<file path="config.mk">
export PLATFORM = sky130hd
export DESIGN_NAME = heading_turn_pid_core
export DESIGN_NICKNAME = d
export VERILOG_FILES = /design/src/sv/htp_pkg.sv /design/src/sv/heading_turn_pid_core.sv /design/src/sv/htp_cfg.sv /design/src/sv/htp_ctrl.sv /design/src/sv/htp_dp.sv
export VERILOG_INCLUDE_DIRS = /design/src /design/src/sv
export SDC_FILE = /design/constraint.sdc
export NUM_CORES = 2
export LEC_CHECK = 0
export ABC_AREA = 1
export BUFFER_PORTS_ARGS = -buffer_cell sky130_fd_sc_hd__buf_4
export CAP_MARGIN = 10
export CORE_MARGIN = 4
export CORE_UTILIZATION = 61
export DETAILED_ROUTE_END_ITERATION = 16
export GPL_ROUTABILITY_DRIVEN = 0
export GPL_TIMING_DRIVEN = 1
export PLACE_DENSITY_LB_ADDON = 0.12
export SLEW_MARGIN = 25
export SYNTH_ARGS = -nofsm -noshare
export SYNTH_HDL_FRONTEND = slang
export SYNTH_SLANG_ARGS = --single-unit
export TNS_END_PERCENT = 30
</file>
<file path="constraint.sdc">
create_clock -name clk -period 11.1 [get_ports clk]
set_input_delay 1.665 -clock clk [delete_from_list [all_inputs] [get_ports clk]]
set_output_delay 1.665 -clock clk [all_outputs]
set_load 0.005 [all_outputs]
</file>
<file path="src/sv/assert_macros.svh">
// ---------------------------------------------------------------------------
// assert_macros.svh
// Concurrent assertion helpers clocked on clk, disabled while arst_n is low.
// ---------------------------------------------------------------------------
`ifndef ASSERT_MACROS_SVH
`define ASSERT_MACROS_SVH
`ifndef SYNTH
// property must hold at every clock edge out of reset
`define ASSERT_AT(lbl, prop) \
	lbl: assert property (@(posedge clk) disable iff (!arst_n) (prop)) \
		else $error("%m: assertion failed");
// condition must never be true out of reset
`define ASSERT_NEVER(lbl, cond) \
	lbl: assert property (@(posedge clk) disable iff (!arst_n) !(cond)) \
		else $error("%m: forbidden condition seen");
`else
`define ASSERT_AT(lbl, prop)
`define ASSERT_NEVER(lbl, cond)
`endif
`endif

</file>
<file path="src/sv/htp_pkg.sv">
// ---------------------------------------------------------------------------
// htp_pkg
// Shared types, register indexes and constants of the heading turn PID core.
// ---------------------------------------------------------------------------
`default_nettype none

package htp_pkg;

	localparam int HTP_SUM_WIDTH = 32;

	localparam int CFG_IDX_W  = 3;
	localparam int CFG_DATA_W = 16;

	localparam logic [CFG_IDX_W-1:0] REG_TARGET_HEADING = 3'd0;
	localparam logic [CFG_IDX_W-1:0] REG_GAIN_P         = 3'd1;
	localparam logic [CFG_IDX_W-1:0] REG_GAIN_I         = 3'd2;
	localparam logic [CFG_IDX_W-1:0] REG_GAIN_D         = 3'd3;
	localparam logic [CFG_IDX_W-1:0] REG_VELOCITY_GAIN  = 3'd4;
	localparam logic [CFG_IDX_W-1:0] REG_MIN_POWER_MV   = 3'd5;
	localparam logic [CFG_IDX_W-1:0] REG_TOLERANCE      = 3'd6;

	localparam logic [15:0] RST_TARGET_HEADING = 16'd0;
	localparam logic [11:0] RST_GAIN_P         = 12'd230;
	localparam logic [11:0] RST_GAIN_I         = 12'd0;
	localparam logic [11:0] RST_GAIN_D         = 12'd64;
	localparam logic [11:0] RST_VELOCITY_GAIN  = 12'd640;
	localparam logic [13:0] RST_MIN_POWER_MV   = 14'd2500;
	localparam logic [11:0] RST_TOLERANCE      = 12'd100;

	localparam logic [15:0] FULL_TURN = 16'd36000;
	localparam logic [14:0] MAX_MV    = 15'd12000;

	typedef struct packed {
		logic [15:0] target_heading;
		logic [11:0] gain_p;
		logic [11:0] gain_i;
		logic [11:0] gain_d;
		logic [11:0] velocity_gain;
		logic [13:0] min_power_mv;
		logic [11:0] tolerance;
	} htp_cfg_t;

	// one step enable per datapath stage, at most one active per cycle
	typedef struct packed {
		logic capture;
		logic err_step;
		logic mul_step;
		logic sum_step;
		logic vmul_step;
		logic scale_step;
		logic load_out;
	} htp_cmd_t;

endpackage

`default_nettype wire

</file>
<file path="src/sv/heading_turn_pid_core.sv">
// ---------------------------------------------------------------------------
// heading_turn_pid_core
// PID heading controller for a tank drive: one drive command per tick.
// ---------------------------------------------------------------------------
// Input channel (in_valid/in_stall) carries one tick word: command, heading
// and the two wheel velocities. command high starts a new turn and clears
// the integral and the previous error before the tick is handled.
// Output channel (out_valid/out_stall) returns one word per tick: the left
// and right drive in millivolts and done_res.
// Registers are written through cfg_we/cfg_index/cfg_data; the user must
// write them only while idle, as the block itself does not enforce it.
// A word walks a chain of error, product, sum, velocity product, scale and
// output steps, one word at a time; a new word is taken only in the idle
// state, after the previous word has gone to the output register.
// The output register holds a finished word while the next one is in work;
// if it is still stalled when that word is done, the sequencer waits and
// in_stall stays high until the output register frees up.
// Reset clears the sequencer, the integral and previous error, and loads
// the register defaults; out_valid is low after reset.
// ---------------------------------------------------------------------------
`default_nettype none

`include "assert_macros.svh"

module heading_turn_pid_core import htp_pkg::*; #(
	parameter int SUM_WIDTH = HTP_SUM_WIDTH
) (
	input  wire logic                  clk,
	input  wire logic                  arst_n,
	input  wire logic                  cfg_we,
	input  wire logic [CFG_IDX_W-1:0]  cfg_index,
	input  wire logic [CFG_DATA_W-1:0] cfg_data,
	input  wire logic                  in_valid,
	output logic                       in_stall,
	input  wire logic                  command,
	input  wire logic [15:0]           heading,
	input  wire logic signed [7:0]     left_velocity,
	input  wire logic signed [7:0]     right_velocity,
	output logic                       out_valid,
	input  wire logic                  out_stall,
	output logic signed [14:0]         left_drive_mv,
	output logic signed [14:0]         right_drive_mv,
	output logic                       done_res
);

	htp_cfg_t cfg;
	htp_cmd_t cmd;

	htp_cfg u_cfg (
		.clk       (clk),
		.arst_n    (arst_n),
		.cfg_we    (cfg_we),
		.cfg_index (cfg_index),
		.cfg_data  (cfg_data),
		.cfg       (cfg)
	);

	htp_ctrl u_ctrl (
		.clk       (clk),
		.arst_n    (arst_n),
		.in_valid  (in_valid),
		.in_stall  (in_stall),
		.out_valid (out_valid),
		.out_stall (out_stall),
		.cmd       (cmd)
	);

	htp_dp #(
		.SUM_WIDTH (SUM_WIDTH)
	) u_dp (
		.clk            (clk),
		.arst_n         (arst_n),
		.cfg            (cfg),
		.cmd            (cmd),
		.command        (command),
		.heading        (heading),
		.left_velocity  (left_velocity),
		.right_velocity (right_velocity),
		.left_drive_mv  (left_drive_mv),
		.right_drive_mv (right_drive_mv),
		.done_res       (done_res)
	);

	// one word in work at a time
	`ASSERT_AT(a_busy_after_accept, (in_valid && !in_stall) |=> in_stall)
	`ASSERT_AT(a_one_step, $onehot0(cmd))
	`ASSERT_AT(a_done_zero, (out_valid && done_res) |-> (left_drive_mv == 15'sd0 && right_drive_mv == 15'sd0))
	`ASSERT_AT(a_opposite, (out_valid && !done_res) |-> ((left_drive_mv + right_drive_mv) == 15'sd0))
	`ASSERT_NEVER(a_load_while_full, cmd.load_out && out_valid && out_stall)

endmodule

`default_nettype wire

</file>
<file path="src/sv/htp_cfg.sv">
// ---------------------------------------------------------------------------
// htp_cfg
// Configuration register file, written through a plain enable/index port.
// ---------------------------------------------------------------------------
`default_nettype none

module htp_cfg import htp_pkg::*; (
	input  wire logic                  clk,
	input  wire logic                  arst_n,
	input  wire logic                  cfg_we,
	input  wire logic [CFG_IDX_W-1:0]  cfg_index,
	input  wire logic [CFG_DATA_W-1:0] cfg_data,
	output htp_cfg_t                   cfg
);

	htp_cfg_t cfg_q;

	always_ff @(posedge clk or negedge arst_n) begin
		if (!arst_n) begin
			cfg_q.target_heading <= RST_TARGET_HEADING;
			cfg_q.gain_p         <= RST_GAIN_P;
			cfg_q.gain_i         <= RST_GAIN_I;
			cfg_q.gain_d         <= RST_GAIN_D;
			cfg_q.velocity_gain  <= RST_VELOCITY_GAIN;
			cfg_q.min_power_mv   <= RST_MIN_POWER_MV;
			cfg_q.tolerance      <= RST_TOLERANCE;
		end else if (cfg_we) begin
			case (cfg_index)
				REG_TARGET_HEADING: cfg_q.target_heading <= cfg_data;
				REG_GAIN_P:         cfg_q.gain_p         <= cfg_data[11:0];
				REG_GAIN_I:         cfg_q.gain_i         <= cfg_data[11:0];
				REG_GAIN_D:         cfg_q.gain_d         <= cfg_data[11:0];
				REG_VELOCITY_GAIN:  cfg_q.velocity_gain  <= cfg_data[11:0];
				REG_MIN_POWER_MV:   cfg_q.min_power_mv   <= cfg_data[13:0];
				REG_TOLERANCE:      cfg_q.tolerance      <= cfg_data[11:0];
				default: ;
			endcase
		end
	end

	assign cfg = cfg_q;

endmodule

`default_nettype wire

</file>
<file path="src/sv/htp_ctrl.sv">
// ---------------------------------------------------------------------------
// htp_ctrl
// Sequencer: steps one word through the datapath stages and owns the
// input stall and the output valid.
// ---------------------------------------------------------------------------
`default_nettype none

module htp_ctrl import htp_pkg::*; (
	input  wire logic clk,
	input  wire logic arst_n,
	input  wire logic in_valid,
	output logic      in_stall,
	output logic      out_valid,
	input  wire logic out_stall,
	output htp_cmd_t  cmd
);

	localparam logic [2:0] ST_IDLE  = 3'd0;
	localparam logic [2:0] ST_ERR   = 3'd1;
	localparam logic [2:0] ST_MUL   = 3'd2;
	localparam logic [2:0] ST_SUM   = 3'd3;
	localparam logic [2:0] ST_VMUL  = 3'd4;
	localparam logic [2:0] ST_SCALE = 3'd5;
	localparam logic [2:0] ST_OUT   = 3'd6;

	logic [2:0] state_q;
	logic [2:0] state_d;
	logic       out_valid_q;
	logic       out_free;

	// output register can take a new word when empty or being drained
	assign out_free = !out_valid_q || !out_stall;

	always_comb begin
		cmd            = '0;
		state_d        = state_q;
		cmd.capture    = (state_q == ST_IDLE) && in_valid;
		cmd.err_step   = (state_q == ST_ERR);
		cmd.mul_step   = (state_q == ST_MUL);
		cmd.sum_step   = (state_q == ST_SUM);
		cmd.vmul_step  = (state_q == ST_VMUL);
		cmd.scale_step = (state_q == ST_SCALE);
		cmd.load_out   = (state_q == ST_OUT) && out_free;
		case (state_q)
			ST_IDLE:  if (in_valid) state_d = ST_ERR;
			ST_ERR:   state_d = ST_MUL;
			ST_MUL:   state_d = ST_SUM;
			ST_SUM:   state_d = ST_VMUL;
			ST_VMUL:  state_d = ST_SCALE;
			ST_SCALE: state_d = ST_OUT;
			ST_OUT:   if (out_free) state_d = ST_IDLE;
			default:  state_d = ST_IDLE;
		endcase
	end

	always_ff @(posedge clk or negedge arst_n) begin
		if (!arst_n) begin
			state_q     <= ST_IDLE;
			out_valid_q <= 1'b0;
		end else begin
			state_q <= state_d;
			if (cmd.load_out) begin
				out_valid_q <= 1'b1;
			end else if (!out_stall) begin
				out_valid_q <= 1'b0;
			end
		end
	end

	assign in_stall  = (state_q != ST_IDLE);
	assign out_valid = out_valid_q;

endmodule

`default_nettype wire

</file>
<file path="src/sv/htp_dp.sv">
// ---------------------------------------------------------------------------
// htp_dp
// Datapath: turn error and direction, integral and derivative state,
// PID products, velocity correction, millivolt scaling and clamping.
// ---------------------------------------------------------------------------
`default_nettype none

module htp_dp import htp_pkg::*; #(
	parameter int SUM_WIDTH = HTP_SUM_WIDTH
) (
	input  wire logic               clk,
	input  wire logic               arst_n,
	input  htp_cfg_t                cfg,
	input  htp_cmd_t                cmd,
	input  wire logic               command,
	input  wire logic [15:0]        heading,
	input  wire logic signed [7:0]  left_velocity,
	input  wire logic signed [7:0]  right_velocity,
	output logic signed [14:0]      left_drive_mv,
	output logic signed [14:0]      right_drive_mv,
	output logic                    done_res
);

	localparam int S_W  = (SUM_WIDTH + 14 > 42) ? SUM_WIDTH + 14 : 42;
	localparam int PI_W = SUM_WIDTH + 12;

	localparam logic [SUM_WIDTH-1:0] SUM_MAX = {1'b0, {(SUM_WIDTH-1){1'b1}}};
	localparam logic signed [S_W-1:0] S_LIMIT = {{(S_W-41){1'b0}}, 1'b1, 40'd0};
	localparam logic [13:0] AVG_SCALE = 14'd12800;
	// drive reaches full scale once m * 3 / 640 reaches 12000
	localparam logic signed [48:0] M_BIG = 49'sd2560000;
	localparam logic [15:0] RECIP5 = 16'd52429;

	function automatic logic [15:0] wrap_angle(input logic [15:0] a);
		return (a >= FULL_TURN) ? a - FULL_TURN : a;
	endfunction

	function automatic logic [7:0] abs8(input logic signed [7:0] v);
		return v[7] ? 8'(-v) : 8'(v);
	endfunction

	// captured word
	logic              cmd_in_q;
	logic [15:0]       head_in_q;
	logic signed [7:0] lv_in_q;
	logic signed [7:0] rv_in_q;

	// controller state
	logic [SUM_WIDTH-1:0] error_sum_q;
	logic [14:0]          last_error_q;

	// error stage
	logic [15:0]          tgt;
	logic [15:0]          head;
	logic signed [16:0]   gap_diff;
	logic [16:0]          gap_abs;
	logic                 done_c;
	logic [16:0]          err_r;
	logic [16:0]          err_l;
	logic                 right_c;
	logic [16:0]          err_w;
	logic [14:0]          err_c;
	logic [SUM_WIDTH-1:0] sum_base;
	logic [14:0]          last_base;
	logic [SUM_WIDTH:0]   sum_add;
	logic [SUM_WIDTH-1:0] sum_sat;
	logic [SUM_WIDTH-1:0] sum_next;
	logic signed [15:0]   deriv_c;
	logic [8:0]           vsum_c;

	logic [14:0]        err_s1;
	logic signed [15:0] deriv_s1;
	logic               right_s1;
	logic               done_s1;
	logic [8:0]         vsum_s1;

	// product stage
	logic [26:0]        pp_c;
	logic [PI_W-1:0]    pi_c;
	logic signed [28:0] pd_c;
	logic [22:0]        avg_c;
	logic [26:0]        pp_s2;
	logic [PI_W-1:0]    pi_s2;
	logic signed [28:0] pd_s2;
	logic [22:0]        avg_s2;

	// sum stage
	logic signed [S_W-1:0] s_full;
	logic signed [S_W-1:0] s_clip;
	logic signed [41:0]    s_c;
	logic signed [42:0]    diff_c;
	logic signed [41:0]    s_s3;
	logic signed [42:0]    diff_s3;

	// velocity gain product
	logic signed [55:0] prod_c;
	logic signed [55:0] prod_s4;

	// scale stage
	logic signed [55:0] prod_adj;
	logic signed [47:0] q8;
	logic signed [48:0] m_c;
	logic [23:0]        m3;
	logic [15:0]        x_s5;
	logic               nonpos_s5;
	logic               big_s5;

	// output stage
	logic [31:0]        qprod;
	logic [14:0]        base_mv;
	logic [14:0]        lo_mv;
	logic [14:0]        mv;
	logic signed [14:0] mv_s;

	always_ff @(posedge clk) begin
		if (cmd.capture) begin
			cmd_in_q  <= command;
			head_in_q <= heading;
			lv_in_q   <= left_velocity;
			rv_in_q   <= right_velocity;
		end
	end

	// shorter way around the circle, leftward wins ties
	always_comb begin
		tgt      = wrap_angle(cfg.target_heading);
		head     = wrap_angle(head_in_q);
		gap_diff = $signed({1'b0, tgt}) - $signed({1'b0, head});
		gap_abs  = gap_diff[16] ? 17'(-gap_diff) : 17'(gap_diff);
		done_c   = gap_abs <= {5'd0, cfg.tolerance};
		err_r    = (tgt < head) ? {1'b0, FULL_TURN} - {1'b0, head} + {1'b0, tgt}
			: {1'b0, tgt} - {1'b0, head};
		err_l    = (tgt > head) ? {1'b0, FULL_TURN} + {1'b0, head} - {1'b0, tgt}
			: {1'b0, head} - {1'b0, tgt};
		right_c  = err_r < err_l;
		err_w    = right_c ? err_r : err_l;
		err_c    = err_w[14:0];

		sum_base  = cmd_in_q ? '0 : error_sum_q;
		last_base = cmd_in_q ? '0 : last_error_q;
		sum_add   = {1'b0, sum_base} + (SUM_WIDTH+1)'(err_c);
		sum_sat   = (sum_add > {1'b0, SUM_MAX}) ? SUM_MAX : sum_add[SUM_WIDTH-1:0];
		sum_next  = (err_c == 15'd0 || {1'b0, err_c} > tgt) ? '0 : sum_sat;
		deriv_c   = $signed({1'b0, err_c}) - $signed({1'b0, last_base});
		vsum_c    = {1'b0, abs8(lv_in_q)} + {1'b0, abs8(rv_in_q)};
	end

	always_ff @(posedge clk or negedge arst_n) begin
		if (!arst_n) begin
			error_sum_q  <= '0;
			last_error_q <= '0;
		end else if (cmd.err_step) begin
			// a done tick leaves the state as the begin command left it
			if (done_c) begin
				error_sum_q  <= sum_base;
				last_error_q <= last_base;
			end else begin
				error_sum_q  <= sum_next;
				last_error_q <= err_c;
			end
		end
	end

	always_ff @(posedge clk) begin
		if (cmd.err_step) begin
			err_s1   <= err_c;
			deriv_s1 <= deriv_c;
			right_s1 <= right_c;
			done_s1  <= done_c;
			vsum_s1  <= vsum_c;
		end
	end

	assign pp_c  = cfg.gain_p * err_s1;
	assign pi_c  = cfg.gain_i * error_sum_q;
	assign pd_c  = $signed({1'b0, cfg.gain_d}) * deriv_s1;
	assign avg_c = vsum_s1 * AVG_SCALE;

	always_ff @(posedge clk) begin
		if (cmd.mul_step) begin
			pp_s2  <= pp_c;
			pi_s2  <= pi_c;
			pd_s2  <= pd_c;
			avg_s2 <= avg_c;
		end
	end

	always_comb begin
		s_full = $signed(S_W'(pp_s2)) + $signed(S_W'(pi_s2)) + S_W'(pd_s2);
		s_clip = (s_full > S_LIMIT) ? S_LIMIT : s_full;
		s_c    = s_clip[41:0];
		diff_c = 43'(s_c) - $signed({20'd0, avg_s2});
	end

	always_ff @(posedge clk) begin
		if (cmd.sum_step) begin
			s_s3    <= s_c;
			diff_s3 <= diff_c;
		end
	end

	assign prod_c = diff_s3 * $signed({1'b0, cfg.velocity_gain});

	always_ff @(posedge clk) begin
		if (cmd.vmul_step) begin
			prod_s4 <= prod_c;
		end
	end

	// divide by 256 toward zero, then 3/640 as 3/128 and a divide by five
	always_comb begin
		prod_adj = prod_s4 + (prod_s4[55] ? 56'sd255 : 56'sd0);
		q8       = prod_adj[55:8];
		m_c      = 49'(s_s3) + 49'(q8);
		m3       = 24'(m_c[21:0]) * 24'd3;
	end

	always_ff @(posedge clk) begin
		if (cmd.scale_step) begin
			x_s5      <= m3[22:7];
			nonpos_s5 <= m_c[48] || (m_c == 49'sd0);
			big_s5    <= m_c >= M_BIG;
		end
	end

	always_comb begin
		qprod = x_s5 * RECIP5;
		if (nonpos_s5) begin
			base_mv = '0;
		end else if (big_s5) begin
			base_mv = MAX_MV;
		end else begin
			base_mv = {1'b0, qprod[31:18]};
		end
		lo_mv = (base_mv < {1'b0, cfg.min_power_mv}) ? {1'b0, cfg.min_power_mv} : base_mv;
		mv    = (lo_mv > MAX_MV) ? MAX_MV : lo_mv;
		mv_s  = $signed(mv);
	end

	always_ff @(posedge clk) begin
		if (cmd.load_out) begin
			done_res <= done_s1;
			if (done_s1) begin
				left_drive_mv  <= '0;
				right_drive_mv <= '0;
			end else if (right_s1) begin
				left_drive_mv  <= mv_s;
				right_drive_mv <= -mv_s;
			end else begin
				left_drive_mv  <= -mv_s;
				right_drive_mv <= mv_s;
			end
		end
	end

endmodule

`default_nettype wire
</file>
==> flow_summary.json <==
{
  "outcome": "complete, no violations",
  "dieArea_um2": 143000,
  "crit_family": "adder cells",
  "worstMarginPinSlew_ns": 1.16,
  "via_count": 67100,
  "vias_per_cell": 5.50,
  "antenna_found_initial": 12,
  "syn2layout_area_growth_pct": 5.10,
  "detail_route.wl_per_cell_um": 18.5,
  "drt_iter0_drc": 4608,
  "r2r_end": "u_dp.right_drive_mv[10]",
  "die_w_um": 378,
  "drt_pass1_iterations": 6,
  "postSynthAreaPerCell_um2": 7.97,
  "slew_headroom": 0.227,
  "worst_r2r_path_depth": 43,
  "syn_nets": 12500,
  "grt_pass1_wl_um": 367000,
  "wirelength_um": 226000,
  "cts_setup_buffers": 0,
  "cts_root_buf": "clkbuf_16",
  "cp.required_ns": 11.52,
  "utilization": 0.647,
  "hold_depth": 2,
  "ios": 90,
  "critPathSlowestCell": "fa_1",
  "core_um2": 136000,
  "place_hpwl_um": 183000,
  "finalInstanceArea_um2": 87800,
  "crit_path_frequent_cell": "nand2_1",
  "grt_max_degree": 89,
  "die_y_um": 378,
  "crit_path_start_kind": "flop",
  "cp_num_buf_inv": 4,
  "drive_gt1_frac": 0.0363,
  "seq_area_frac_synth": 0.175,
  "cts_tree": "done",
  "cts_buffer_depth": 3,
  "r2r-start": "u_dp.x_s5[3]",
  "yosys_warnings": 0,
  "numCtsBuffers": 67,
  "final-hold-violation-count": 0,
  "layout_common_cells": "inv_1 (2601), nand2_1 (2490), fa_1 (1163)",
  "ys_types": 66,
  "clkSlewWorstSetupHoldPaths_ns": 0.06,
  "cp_max_fo": 21,
  "async_flop_share": 0.276,
  "finalClockSkew_ns": 0.0256,
  "min_period_over_period": 0.901,
  "tns_ns": 0,
  "dpl_cell_area_um2": 85600,
  "worst_ep_arrival_time_ns": 10.43,
  "critical_path.max_stage_delay_ns": 0.58,
  "whs_endpoint": "u_cfg.cfg[16]",
  "cts_hold_buf": 0,
  "synth_area_leaders": "fa_1 (28%), edfxtp_1 (13%), ha_1 (12%)",
  "num-fill-cells": 11700,
  "syn_inst": 10500,
  "end_kind": "flop",
  "fin_nets": 12400,
  "setup.worst_path.class": "flop to flop",
  "ant_nets": 0,
  "synth_top_area_cell": "fa_1",
  "grt_pass1_vias": 70400,
  "synthFlopType": "edfxtp_1",
  "cts_sinks": 510,
  "min_period_ns": 10.00,
  "max-cap-violations": 0,
  "post_cts_resize_count": 0,
  "drc": 0,
  "clock_latency_ns": 0.68,
  "synth_top_area_frac": 0.279,
  "min_from": "u_cfg.cfg[16]",
  "synth_edf_count": 369,
  "setup_viol": 0,
  "port_buffers": 89,
  "num_rows": 135,
  "syn-cell-area_um2": 83600,
  "globalRouteOverflowTotal": 0,
  "initial_core_util": 0.615,
  "cts_max_level": 3,
  "final-seq-area_um2": 14600,
  "rsz0062_at_grt": "false",
  "multi_input_area_um2": 57900,
  "final_common_cell": "inv_1",
  "max_freq_mhz": 100,
  "reg2reg_setup_slack_ns": 1.10,
  "holdCritPathClass": "flop to flop",
  "gr-usage-all-layers": 0.325,
  "ys_ff_latch": 510,
  "slew_viol_final": 0
}
-- flip-flops by register name, indices dropped and copies added (netlist names), 8 cells and up --
name and count:
u_dp.diff_s3 43, u_dp.pp_s2 27, u_dp.rv_in_q 8, u_dp.deriv_s1 16, u_dp.head_in_q 16, u_dp.pd_s2 29, u_dp.err_s1 15, u_dp.last_error_q 15
u_dp.left_drive_mv 15, u_dp.right_drive_mv 14, u_cfg.cfg 90, u_dp.avg_s2 14, u_dp.prod_s4 56, u_dp.lv_in_q 8, u_dp.vsum_s1 9, u_dp.x_s5 16
u_dp.pi_s2 44, u_dp.s_s3 33, u_dp.error_sum_q 32
-- Yosys cell counts, drive strengths merged (12+ instances only) --
cell type,count
nand2,2527
o31ai,12
xor2,328
a21o,19
dfrtp,125
nor4,33
a21boi,20
nand3,232
dfstp,16
nor3,69
a31oi,44
inv,2607
nor2,486
a211oi,14
xnor2,155
nand4,84
nand3b,17
o21bai,36
edfxtp,369
clkbuf,289
a21oi,485
buf,44
o21ai,400
fa,1163
ha,811
o22ai,19
-- kinds of logic (layout without fill, tap and decap cells) --
logic type	Yosys count	in the layout	share of synthesized area
compound gates	1101	1101	0.0735
xor+xnor	483	483	0.0506
fa+ha+maj	1974	1974	0.400
buf+inv	2942	2871	0.133
flops	510	510	0.175
mux	2	2	0.000254
other cells	0	8	0
simple gates	3474	3474	0.168
-- layer usage --
layer | part of all wire | up-vias | track usage
li1 | - | 31500 | -
met1 | 0.38 | 32600 | 0.393
met2 | 0.49 | 2397 | 0.558
met3 | 0.067 | 648 | 0.0498
met4 | 0.063 | 2 | 0.182
met5 | 0.000058 | - | 0
-- area by class of cell --
cell class	count	area share
Multi-Input combinational cell	7034	0.659
Antenna cell	8	0.000228
Sequential cell	510	0.167
Inverter	2609	0.111
Timing Repair Buffer	141	0.0121
Clock buffer	81	0.0204
Clock inverter	40	0.00474
Tap cell	1781	0.0254
-- tightest hold or removal path, stage by stage (launching register included) --
cell	delay (ns)
dfrtp_1	0.34
nand2_1	0.05
o21ai_0	0.06
-- worst max-delay path by stage --
stage	start	endpoint	slack (ns)	cells after the start
after floorplan	u_ctrl.state_q[2]	u_dp.avg_s2[10]	2.15	1
after global placement	u_dp.x_s5[6]	u_dp.right_drive_mv[10]	1.16	44
after detailed placement	u_dp.x_s5[3]	u_dp.right_drive_mv[10]	0.88	43
after CTS	u_dp.x_s5[3]	u_dp.right_drive_mv[10]	0.82	43
after global routing	u_dp.x_s5[3]	u_dp.right_drive_mv[10]	0.26	43
final	u_dp.x_s5[3]	u_dp.right_drive_mv[10]	1.10	43
-- stage by stage --
stage                     setup WS [ns]  cells  hold slack, ns
after global routing              0.259  12200           0.506
after floorplan                    2.15  10500           0.453
after detailed placement          0.877  12100           0.477
after CTS                         0.825  12200           0.490
final                              1.10  12200           0.485
after global placement             1.16  12100           0.470
Power is not shown: default switching activity piles up to over one toggle a cycle in this logic, so the estimate is an artifact.
